--- src/rtl/hash_set_insert_unique_assert.svh ---
// Assertion macros for the block's top-level RTL.
`ifndef HASH_SET_INSERT_UNIQUE_ASSERT_SVH
`define HASH_SET_INSERT_UNIQUE_ASSERT_SVH

// Implication checked at every clock edge, disabled while reset is asserted.
`define HSIU_ASSERT_IMPL(label, ante, cons, msg) \
	label: assert property (@(posedge clk) disable iff (!arst_n) (ante) |-> (cons)) \
		else $error(msg);

// Next-cycle implication, disabled while reset is asserted.
`define HSIU_ASSERT_NEXT(label, ante, cons, msg) \
	label: assert property (@(posedge clk) disable iff (!arst_n) (ante) |=> (cons)) \
		else $error(msg);

`endif

--- src/rtl/hsiu_pkg.sv ---
package hsiu_pkg;

	localparam int MaxBuckets = 256;
	localparam int PoolNodes  = 1024;
	localparam int BktW  = $clog2(MaxBuckets);
	localparam int NodeW = $clog2(PoolNodes);
	localparam int CntW  = NodeW + 1;
	localparam int CfgW  = 9;

	typedef struct packed {
		logic [31:0] value_ref;
		logic [31:0] key_hash;
	} in_item_t;

	typedef struct packed {
		logic [9:0]  node_index;
		logic        inserted;
		logic        table_full;
		logic [10:0] entry_count;
	} out_item_t;

	// Handshake between the sequencer and the remainder unit.
	typedef struct packed {
		logic start;
	} div_ctl_t;

	typedef struct packed {
		logic done;
	} div_sts_t;

endpackage

--- src/rtl/hsiu_mod.sv ---
// Restoring remainder: one quotient bit per cycle.
module hsiu_mod (
	input  logic                         clk,
	input  logic                         arst_n,
	input  hsiu_pkg::div_ctl_t           ctl,
	input  logic [31:0]                  dividend,
	input  logic [hsiu_pkg::CfgW-1:0]    divisor,
	output hsiu_pkg::div_sts_t           sts,
	output logic [hsiu_pkg::BktW-1:0]    remainder
);
	import hsiu_pkg::*;

	logic [31:0]     num_q;
	logic [CfgW-1:0] den_q;
	logic [CfgW-1:0] rem_q;
	logic [5:0]      cnt_q;
	logic            busy_q;
	logic            done_q;
	logic [CfgW:0]   trial;
	logic [CfgW:0]   diff;

	assign trial = {rem_q, num_q[31]};
	assign diff  = trial - {1'b0, den_q};

	always_ff @(posedge clk or negedge arst_n) begin
		if (!arst_n) begin
			busy_q <= 1'b0;
			done_q <= 1'b0;
			cnt_q  <= '0;
		end else begin
			done_q <= 1'b0;
			if (ctl.start) begin
				busy_q <= 1'b1;
				cnt_q  <= '0;
			end else if (busy_q) begin
				cnt_q <= cnt_q + 6'd1;
				if (cnt_q == 6'd31) begin
					busy_q <= 1'b0;
					done_q <= 1'b1;
				end
			end
		end
	end

	// Remainder stays below the divisor, so it fits in CfgW bits.
	always_ff @(posedge clk) begin
		if (ctl.start) begin
			num_q <= dividend;
			den_q <= divisor;
			rem_q <= '0;
		end else if (busy_q) begin
			num_q <= {num_q[30:0], 1'b0};
			rem_q <= diff[CfgW] ? trial[CfgW-1:0] : diff[CfgW-1:0];
		end
	end

	assign sts.done  = done_q;
	assign remainder = rem_q[BktW-1:0];
endmodule

--- config.mk ---
export PLATFORM = sky130hd
export DESIGN_NAME = hsiu_mod
export DESIGN_NICKNAME = d
export VERILOG_FILES = /design/src/rtl/hash_set_insert_unique_assert.svh /design/src/rtl/hsiu_pkg.sv /design/src/rtl/hsiu_mod.sv
export SDC_FILE = /design/constraint.sdc
export NUM_CORES = 1
export LEC_CHECK = 0
export ABC_CLOCK_PERIOD_IN_PS = 4410
export BUFFER_PORTS_ARGS = -buffer_cell sky130_fd_sc_hd__buf_2
export CAP_MARGIN = 20
export CELL_PAD_IN_SITES_DETAIL_PLACEMENT = 0
export CELL_PAD_IN_SITES_GLOBAL_PLACEMENT = 2
export CORE_ASPECT_RATIO = 0.6
export CORE_MARGIN = 5
export CORE_UTILIZATION = 40
export CTS_CLUSTER_SIZE = 25
export DETAILED_ROUTE_END_ITERATION = 10
export GPL_ROUTABILITY_DRIVEN = 0
export PLACE_DENSITY = 0.89
export SETUP_SLACK_MARGIN = 0.5
export SYNTH_ARGS = -nofsm -noshare
export SYNTH_HDL_FRONTEND = slang
export SYNTH_SLANG_ARGS = --single-unit
export TNS_END_PERCENT = 20
--- constraint.sdc ---
create_clock -name clk -period 4.41 [get_ports clk]
set_input_delay 0.882 -clock clk [delete_from_list [all_inputs] [get_ports clk]]
set_output_delay 0.882 -clock clk [all_outputs]
set_load 0.05 [all_outputs]
==> results of run 1 <==
[report_power, final]
part,switching [mW],internal [mW]
Clock,0.223,0.490
Sequential,0.0186,0.635
Combinational,0.0945,0.0828
[layer usage]
layer	vias up	GRT usage	wire (um)
met5	-	0	0
met4	0	0.0566	110
met3	12	0.0556	361
met2	49	0.154	2280
met1	903	0.203	3050
li1	981	-	-
[final timing paths]
kind                             to  cells after the start  slack, ns
max                        rem_q[6]                      8       1.93
min                        cnt_q[0]                      1       0.40
max reg2reg                rem_q[6]                      8       1.93
min reg2reg                rem_q[0]                      2       0.53
max in group asynchronous       sts                      1       3.85
min in group clk           rem_q[0]                      2       0.53
[Yosys cell counts, types with 4 or more instances]
master	instances	area, um^2
dfrtp_1	8	200
buf_4	8	60.1
edfxtp_1	41	1230
xnor2_1	4	35.0
o21ai_0	9	45.0
mux2_2	31	349
clkbuf_1	8	30.0
a311oi_1	4	35.0
dfxtp_1	9	180
ha_1	10	125
nor2_1	18	67.6
nand2_1	14	52.6
nand3_1	8	40.0
inv_1	15	56.3
[stage by stage]
stage	area, um^2	power (mW)	std cells	hold WS (ns)
4_1_cts	3530	1.56	384	0.391
5_1_grt	3530	1.61	384	0.399
3_3_place_gp	3230	0.839	369	0.510
6_report	3530	1.54	384	0.395
3_5_place_dp	3230	0.840	369	0.520
2_1_floorplan	2940	0.797	241	0.485
[kinds of logic (layout without fill, tap and decap cells)]
logic type               after synthesis  after routing
adder cells (fa/ha/maj)               11             11
buffers and inverters                 33             85
AND/OR/NAND/NOR                       63             63
XOR/XNOR                               7              7
flip-flops                            58             58
AO/OA/AOI/OAI                         37             37
multiplexers                          32             32
[layout make-up]
type                    count  area [um^2]  share of cell area
clock buffers              12          236              0.0670
clock inverters             3         65.1              0.0184
inverters                  15         56.3              0.0160
multi-input cells         150         1160               0.329
flip-flops and latches     58         1610               0.457
well taps                  91          114              0.0323
repair buffers             55          283              0.0801
[cell usage in the layout, fill, tap and decap left out, types with 3 or more instances in the layout]
cell type   n
buf_2      52
edfxtp_1   41
mux2_2     31
nor2_1     18
inv_1      15
nand2_1    14
ha_1       10
o21ai_0     9
clkbuf_16   9
dfxtp_1     9
nand3_1     8
dfrtp_1     8
xnor2_1     4
a311oi_1    4
nor4_1      3
a21oi_1     3
nor2b_1     3
nor3_1      3
xor2_1      3
clkbuf_1    3
buf_4       3
[flip-flops by register name, summed over array words and instances, names as in the netlist]
signal	cells
den_q	9
cnt_q	6
rem_q	9
num_q	32
busy_q	1
sts	1
==> results.py, run 1 <==
metrics = {
    "critical_path": {
        "endpoint_kind": "flip-flop",
        "crit_path_top_delay_cell": "or4_4",
        "crit_family": "compound AO/OA/AOI/OAI gates",
        "reg2reg_from": "den_q[1]",
        "arrival_ns": 2.70,
        "setup.worst_path.start": "den_q[1]",
        "cp.required_ns": 4.63,
        "cp_num_buf_inv": 1,
        "crit_chain": "inv_1, ha_1, nor2b_1, o2111a_1, or4_4, a21oi_4, o221ai_1, a311oi_1",
        "startpoint_type": "flip-flop",
        "worstSetupPathType": "flip-flop to flip-flop",
        "worst-path-max-fanout": 8,
        "max_stage_delay_ns": 0.56,
    },
    "grt": {
        "grt.total_usage": 0.132,
        "grt_pass1_wl_um": 9260,
        "grt_start_max_net_pins": 33,
        "gr-total-overflow": 0,
        "antenna_found_initial": 0,
        "grt_pass1_vias": 1769,
    },
    "logic_synthesis": {
        "yosys.area_share.xor_xnor": 0.0208,
        "synth-warning-count": 0,
        "synthesis.instances": 241,
        "synthArstFlopShare": 0.138,
        "synth_nets": 296,
        "synth-adder-area-share": 0.0493,
        "synth_area_um2": 2940,
        "yosysSeqAreaShare": 0.548,
        "muxShareOfSynthArea": 0.122,
        "synth-edff-count": 41,
        "synthDistinctLibCells": 50,
        "synth_compound_gate_area_share": 0.0952,
        "synth.avg_cell_area_um2": 12.2,
        "synthSimpleGateAreaFrac": 0.108,
        "synth_top_family_by_area": "multiplexers",
        "ys_seq_elements": 58,
        "ys.flop_type": "edfxtp_1",
    },
    "sta": {
        "setup_viol": 0,
        "max-slew-margin-rel": 0.485,
        "setup-tns-final_ns": 0,
        "min_period_ns": 2.48,
        "rsz0062_at_grt": "false",
        "worst_pin_slew_ns": 0.769,
        "fmax_ghz": 0.403,
        "hold_viol": 0,
        "fin_crit_sh": 0.562,
        "finClkSkew_ns": 0.00291,
        "setup_slack_ns": 1.93,
        "drv_slew": 0,
    },
    "cells_and_area": {
        "synthToLayoutAreaGrowth_pct": 19.9,
        "antenna_cells": 0,
        "fillers": 650,
        "drive_gt1_frac": 0.358,
        "nets": 344,
        "fin_util": 0.490,
    },
    "hold_path": {
        "min_path_type": "input port to async pin",
    },
    "floorplanning": {
        "start_util": 0.408,
        "num_rows": 24,
        "core_area_um2": 7210,
        "die_y_um": 76.4,
        "io_pins": 53,
        "die_width_um": 121,
        "dieArea_um2": 9230,
    },
    "clocking": {
        "holdBufCountCts": 0,
        "postCtsSetupBuffers": 0,
        "cts_buffers": 9,
        "clock_latency_ns": 0.32,
        "cts-resized-gates": 0,
        "cts_tree": "yes",
        "clk_pin_slew_ns": 0.05,
        "cts_root_buf": "clkbuf_16",
        "clockBufferDepth": 2,
        "cts-htree-levels": 3,
        "numClockSinks": 58,
    },
    "placed_design": {
        "dp_slack_ns": 1.94,
        "hpwl_um": 4130,
        "numPortBuffers": 52,
    },
    "power": {
        "p_per_area_nw_per_um2": 437,
        "p_leak_nw": 1.47,
        "peakVddDrop_mv": 0.227,
    },
    "drt": {
        "drtIter0Drc": 122,
        "detail_route.wirelength_um": 5800,
        "vias": 1945,
        "drc": 0,
        "ant_nets": 0,
        "avgViaCountPerCell": 5.07,
        "wl_per_cell_um": 15.1,
        "first_pass_iters": 4,
    },
    "run": {
        "maxCapViolations": 0,
    },
    "status": {
        "outcome": "finished clean",
    },
}
(Power assumes the default switching activity.)
==> run 2, diff against run 1 <==
--- a/config.mk
+++ b/config.mk
@@ -5,18 +5,19 @@
 export SDC_FILE = /design/constraint.sdc
 export NUM_CORES = 1
 export LEC_CHECK = 0
-export ABC_CLOCK_PERIOD_IN_PS = 4410
+export ABC_AREA = 1
+export ABC_CLOCK_PERIOD_IN_PS = 2300
 export BUFFER_PORTS_ARGS = -buffer_cell sky130_fd_sc_hd__buf_2
 export CAP_MARGIN = 20
 export CELL_PAD_IN_SITES_DETAIL_PLACEMENT = 0
 export CELL_PAD_IN_SITES_GLOBAL_PLACEMENT = 2
 export CORE_ASPECT_RATIO = 0.6
 export CORE_MARGIN = 5
-export CORE_UTILIZATION = 40
+export CORE_UTILIZATION = 33
 export CTS_CLUSTER_SIZE = 25
 export DETAILED_ROUTE_END_ITERATION = 10
 export GPL_ROUTABILITY_DRIVEN = 0
-export PLACE_DENSITY = 0.89
+export PLACE_DENSITY = 0.82
 export SETUP_SLACK_MARGIN = 0.5
 export SYNTH_ARGS = -nofsm -noshare
 export SYNTH_HDL_FRONTEND = slang
==> constraint.sdc (replaced) <==
create_clock -name clk -period 2.3 [get_ports clk]
set_input_delay 0.46 -clock clk [delete_from_list [all_inputs] [get_ports clk]]
set_output_delay 0.46 -clock clk [all_outputs]
set_load 0.05 [all_outputs]
==> run 2 against run 1 <==
Synthesized area rose by 3.6%. Combinational power rose to 9.2 times the previous value. Critical path type unchanged. Hold slack got worse by 0.076 ns.
==> results.py, run 2 <==
metrics = {
    "logic_synthesis": {
        "synth_compound_gate_area_share": 0.0230,
        "synth_nets": 408,
        "synthesis.instances": 353,
        "yosysTopAreaCellShare": 0.404,
        "synthSimpleGateAreaFrac": 0.309,
        "yosys-top-cells-area": "edfxtp_1 40%, nand2_1 19%, dfrtp_1 6.6%",
        "yosys.area_share.xor_xnor": 0.0115,
        "muxShareOfSynthArea": 0,
        "synth-edff-count": 41,
        "synth_area_um2": 3050,
        "ys_seq_elements": 58,
        "synth-warning-count": 0,
        "synth_top_area_cell": "edfxtp_1",
        "yosysSeqAreaShare": 0.529,
        "ys.flop_type": "edfxtp_1",
        "synthArstFlopShare": 0.138,
        "yosysMostFrequentCell": "nand2_1",
        "synth_top_family_by_area": "simple AND/OR/NAND/NOR gates",
        "synth_common_cells": "156 x nand2_1, 41 x edfxtp_1, 34 x inv_1",
        "synth-adder-area-share": 0.0476,
        "synthDistinctLibCells": 29,
        "synth.avg_cell_area_um2": 8.64,
    },
    "power": {
        "p_leak_nw": 1.93,
        "p_per_area_nw_per_um2": 1110,
        "peakVddDrop_mv": 0.523,
    },
    "critical_path": {
        "max_stage_delay_ns": 0.37,
        "reg2reg_from": "den_q[0]",
        "ff2ff_path_depth": 11,
        "worstSetupPathType": "flip-flop to flip-flop",
        "crit_path_top_delay_cell": "edfxtp_1",
        "endpoint_kind": "flip-flop",
        "arrival_ns": 1.97,
        "crit_family": "simple AND/OR/NAND/NOR gates",
        "crit_cells": 11,
        "setup.worst_path.start": "den_q[0]",
        "crit_path_frequent_cell": "nand2_1",
        "r2r_slack_ns": 0.53,
        "worstSetupEndpoint": "rem_q[8]",
        "cp.required_ns": 2.51,
        "cp_num_buf_inv": 1,
        "startpoint_type": "flip-flop",
        "crit_chain": "ha_2, fa_2, nand3b_1, nand2_2, nand2_2, nand3_1, nand2_1, inv_2, nand2_1, nand3_1, nand2_1",
        "worst-path-max-fanout": 3,
        "r2r-end": "rem_q[8]",
    },
    "clocking": {
        "cts-htree-levels": 3,
        "clockBufferDepth": 2,
        "numClockSinks": 58,
        "cts_tree": "yes",
        "clock_latency_ns": 0.32,
        "clk_pin_slew_ns": 0.05,
        "cts_root_buf": "clkbuf_16",
        "cts_buffers": 9,
    },
    "hold_path": {
        "min_path_type": "input port to flip-flop",
        "min-delay-start": "divisor[8]",
        "holdPathStages": 1,
    },
    "floorplanning": {
        "io_pins": 53,
        "start_util": 0.336,
        "core_area_um2": 9090,
        "die_y_um": 84.5,
        "dieArea_um2": 11300,
        "num_rows": 27,
        "die_width_um": 134,
    },
    "grt": {
        "antenna_found_initial": 0,
        "grt_pass1_wl_um": 11500,
        "grt_start_max_net_pins": 35,
        "gr-total-overflow": 0,
        "grt.total_usage": 0.131,
        "grt_pass1_vias": 2201,
    },
    "sta": {
        "fin_crit_sh": 0.769,
        "hold_viol": 0,
        "drv_slew": 0,
        "setup_slack_ns": 0.531,
        "setup-tns-final_ns": 0,
        "max-slew-margin-rel": 0.534,
        "fmax_ghz": 0.565,
        "worst_hold_slack_ns": 0.319,
        "rsz0062_at_grt": "true",
        "setup_viol": 0,
        "finClkSkew_ns": 0.00814,
        "worst_pin_slew_ns": 0.698,
        "min_period_ns": 1.77,
    },
    "drt": {
        "first_pass_iters": 5,
        "ant_nets": 0,
        "detail_route.wirelength_um": 7150,
        "vias": 2389,
        "wl_per_cell_um": 13.4,
        "avgViaCountPerCell": 4.49,
        "drtIter0Drc": 108,
        "drc": 0,
    },
    "cells_and_area": {
        "layout_commonest_cell": "nand2_1",
        "fillers": 908,
        "register_area_um2": 1610,
        "largest-register": "num_q",
        "multi_input_area_um2": 1350,
        "synthToLayoutAreaGrowth_pct": 27.2,
        "largest_reg_flops": 32,
        "layout_common_cells": "153 x nand2_1, 52 x buf_2, 41 x edfxtp_1, 34 x inv_1, 23 x nand3_1",
        "nets": 466,
        "largest_registers": "num_q x32, den_q x9, rem_q x9",
        "antenna_cells": 0,
        "drive_gt1_frac": 0.262,
    },
    "status": {
        "outcome": "finished clean",
    },
    "placed_design": {
        "numPortBuffers": 52,
        "dp_slack_ns": 0.388,
        "hpwl_um": 5130,
    },
    "run": {
        "maxCapViolations": 0,
    },
}
==> run 2: timing repair <==
action | CTS | global route
endpoints found under the setup margin | 8 | 9
hold buffers | 1 | 0
gates cloned | 1 | 1
pin swaps | 4 | 9
endpoints found under the hold margin | 8 | 0
resized for setup | 5 | 17
buffers inserted | 1 | 3
==> run 2: cell families (layout without fill, tap and decap cells) <==
| family | Yosys count | count (layout) |
|---|---|---|
| AO/OA/AOI/OAI | 11 | 11 |
| XOR/XNOR | 4 | 4 |
| adder cells (fa/ha/maj) | 11 | 11 |
| buffers and inverters | 57 | 118 |
| flip-flops | 58 | 58 |
| AND/OR/NAND/NOR | 212 | 214 |
==> run 2: area by class of cell <==
type	count	share of cell area
Sequential cell	58	0.415
Clock inverter	3	0.0103
Clock buffer	13	0.0645
Multi-Input combinational cell	240	0.347
Timing Repair Buffer	61	0.0861
Tap cell	116	0.0374
Inverter	41	0.0397
==> run 2: report_power, final <==
group / switching, mW / total (mW) / leakage, nW / internal, mW
clock network: 0.422 / 1.29 / 0.144 / 0.863
registers: 0.133 / 1.40 / 0.620 / 1.27
logic: 1.02 / 1.63 / 1.17 / 0.612
==> run 2: how the worst min path moves through the flow <==
stage / end / slack [ns]
after floorplan: busy_q / 0.16
final: den_q[8] / 0.32
after CTS: den_q[8] / 0.30
after detailed placement: sts / 0.31
after global placement: cnt_q[3] / 0.31
after global routing: den_q[2] / 0.30
==> run 2: stage by stage <==
step	power, mW	util	area [um^2]	instances
floorplan	2.52	-	3050	353
global placement	2.80	0.373	3390	509
detailed placement	2.79	0.373	3390	509
CTS	4.16	0.411	3730	528
global route	4.60	0.427	3880	532
finish	4.32	0.427	3880	532
==> run 2: per-layer routing <==
metal / track usage / vias to the layer above / wire (um) / part of all wire
met5: 0 / - / 0 / 0
met4: 0.0342 / 0 / 46 / 0.0064
met3: 0.0533 / 6 / 370 / 0.052
met2: 0.159 / 40 / 2700 / 0.38
met1: 0.206 / 1099 / 4040 / 0.56
li1: - / 1244 / - / -
==> run 3, diff against run 2 <==
--- a/config.mk
+++ b/config.mk
@@ -6,18 +6,18 @@
 export NUM_CORES = 1
 export LEC_CHECK = 0
 export ABC_AREA = 1
-export ABC_CLOCK_PERIOD_IN_PS = 2300
+export ABC_CLOCK_PERIOD_IN_PS = 1400
 export BUFFER_PORTS_ARGS = -buffer_cell sky130_fd_sc_hd__buf_2
 export CAP_MARGIN = 20
 export CELL_PAD_IN_SITES_DETAIL_PLACEMENT = 0
 export CELL_PAD_IN_SITES_GLOBAL_PLACEMENT = 2
 export CORE_ASPECT_RATIO = 0.6
 export CORE_MARGIN = 5
-export CORE_UTILIZATION = 33
+export CORE_UTILIZATION = 30
 export CTS_CLUSTER_SIZE = 25
 export DETAILED_ROUTE_END_ITERATION = 10
 export GPL_ROUTABILITY_DRIVEN = 0
-export PLACE_DENSITY = 0.82
+export PLACE_DENSITY = 0.79
 export SETUP_SLACK_MARGIN = 0.5
 export SYNTH_ARGS = -nofsm -noshare
 export SYNTH_HDL_FRONTEND = slang
==> constraint.sdc (replaced) <==
create_clock -name clk -period 1.4 [get_ports clk]
set_input_delay 0.28 -clock clk [delete_from_list [all_inputs] [get_ports clk]]
set_output_delay 0.28 -clock clk [all_outputs]
set_load 0.05 [all_outputs]
==> run 3 against run 2 <==
The flow now finishes with violations (setup timing). Clock power up 50%. Core utilization up 3.3 points. Via count increased by 7.7%. Power is 84% higher. Die area rose by 9.0%. Hold slack worse by 0.18 ns. Final area is 17% higher. Sequential cell count unchanged. Largest cell class unchanged.
==> results.py, run 3 (synthesis gave the netlist of run 2 again) <==
metrics = {
    "run": {
        "maxCapViolations": 0,
    },
    "grt": {
        "gr-total-overflow": 0,
        "antenna_found_initial": 0,
        "grt.total_usage": 0.135,
        "grt_pass1_wl_um": 12800,
        "grt_pass1_vias": 2497,
        "grt_start_max_net_pins": 35,
    },
    "placed_design": {
        "hpwl_um": 5500,
        "numPortBuffers": 52,
    },
    "sta": {
        "fmax_ghz": 0.573,
        "max-slew-margin-rel": 0.782,
        "finClkSkew_ns": 0.00362,
        "fin_crit_sh": 1.25,
        "hold_viol": 0,
        "worst_hold_slack_ns": 0.137,
        "drv_slew": 0,
        "setup_viol": 9,
        "setup-tns-final_ns": -2.82,
        "rsz0062_at_grt": "true",
        "worst_pin_slew_ns": 0.326,
        "setup_slack_ns": -0.345,
        "min_period_ns": 1.75,
    },
    "cells_and_area": {
        "drive_gt1_frac": 0.419,
        "synthToLayoutAreaGrowth_pct": 49.1,
        "fin_util": 0.460,
        "antenna_cells": 0,
        "largest-register": "num_q",
        "fillers": 985,
        "largest_registers": "num_q x32, den_q x9, rem_q x9",
        "largest_reg_flops": 32,
        "layout_commonest_cell": "nand2_1",
        "layout_common_cells": "142 x nand2_1, 42 x buf_2, 41 x edfxtp_1, 29 x buf_4, 26 x inv_1",
        "nets": 506,
    },
    "power": {
        "peakVddDrop_mv": 0.897,
        "p_per_area_nw_per_um2": 1750,
        "p_leak_nw": 2.23,
    },
    "critical_path": {
        "worst-path-max-fanout": 3,
        "worstSetupPathType": "flip-flop to flip-flop",
        "arrival_ns": 1.95,
        "max_stage_delay_ns": 0.34,
        "endpoint_kind": "flip-flop",
        "crit_path_frequent_cell": "nand2_1",
        "crit_path_top_delay_cell": "fa_2",
        "cp.required_ns": 1.61,
        "startpoint_type": "flip-flop",
        "crit_chain": "inv_1, ha_2, fa_2, nand3b_1, nand2_2, buf_4, xor2_1, nand2_1, nand3_1, nand2_1",
    },
    "drt": {
        "ant_nets": 0,
        "wl_per_cell_um": 13.8,
        "detail_route.wirelength_um": 8130,
        "drc": 0,
        "avgViaCountPerCell": 4.35,
        "vias": 2572,
        "first_pass_iters": 4,
        "drtIter0Drc": 181,
    },
    "hold_path": {
        "min_path_type": "input port to flip-flop",
    },
    "floorplanning": {
        "die_width_um": 140,
        "die_y_um": 88.1,
        "start_util": 0.309,
        "io_pins": 53,
        "num_rows": 28,
        "core_area_um2": 9880,
        "dieArea_um2": 12300,
    },
    "status": {
        "outcome": "complete, but fails checks",
        "failed_checks": "setup timing",
    },
    "clocking": {
        "clk_pin_slew_ns": 0.05,
        "cts-htree-levels": 3,
        "clock_latency_ns": 0.32,
        "cts_buffers": 9,
        "numClockSinks": 58,
        "clockBufferDepth": 2,
        "cts_tree": "yes",
        "cts_root_buf": "clkbuf_16",
    },
}
run 3: layout make-up:
class	instances	area (um^2)	area share
sequential	58	1640	0.360
multi-input combinational	239	1470	0.324
timing repair buffer	101	818	0.180
clock buffer	15	258	0.0567
inverter	41	174	0.0382
tap	135	169	0.0371
timing repair inverter	1	16.3	0.00358
clock inverter	1	3.75	0.000826
run 3: what timing repair did:
item                       CTS  global route
setup endpoints to repair   95            95
pin swaps                   22            16
hold endpoints to repair     8             0
cloned                       2             1
hold buffers                 1             0
buffers inserted            10             4
resized for setup           53            67
run 3: worst max-delay path, delay by kind of cell (launching register included):
family	cells	cell delay, ns
adder cells (fa/ha/maj)	2	0.53
AND/OR/NAND/NOR	5	0.48
flip-flops	1	0.32
buffers and inverters	2	0.17
XOR/XNOR	1	0.12
run 3: path summary, 6_finish.rpt:
check                            from       end  slack [ns]  cells after the start
min in group asynchronous      arst_n  cnt_q[5]        0.35                      2
hold reg to reg              cnt_q[5]  cnt_q[5]        0.48                      1
max in group asynchronous      arst_n  cnt_q[0]        0.85                      2
setup reg to reg            num_q[31]  rem_q[4]       -0.35                     10
hold / removal             divisor[6]  den_q[6]        0.14                      1
setup / recovery            num_q[31]  rem_q[4]       -0.35                     10
run 3: layer usage:
layer / track usage / wire (um) / vias up / share of wire
met4: 0.0343 / 45 / 0 / 0.0055
met1: 0.202 / 4280 / 1186 / 0.53
met5: 0 / 0 / - / 0
met2: 0.182 / 3350 / 58 / 0.41
li1: - / - / 1324 / -
met3: 0.0486 / 452 / 4 / 0.056
run 3: power by group:
group / switching, mW / total (mW) / internal (mW) / leakage [nW]
combinational: 1.97 / 3.69 / 1.71 / 1.48
clock: 0.687 / 1.93 / 1.24 / 0.126
sequential: 0.198 / 2.33 / 2.13 / 0.622
total: 2.86 / 7.94 / 5.08 / 2.23
run 3: metrics by stage:
step / instances / power [mW] / setup slack [ns] / instance area [um^2]
CTS: 586 / 7.62 / -0.327 / 4270
floorplan: 353 / 4.30 / -0.209 / 3160
finish: 591 / 7.94 / -0.345 / 4550
global placement: 557 / 5.24 / -0.376 / 3730
global route: 591 / 8.47 / -0.470 / 4550
detailed placement: 557 / 5.22 / -0.379 / 3730
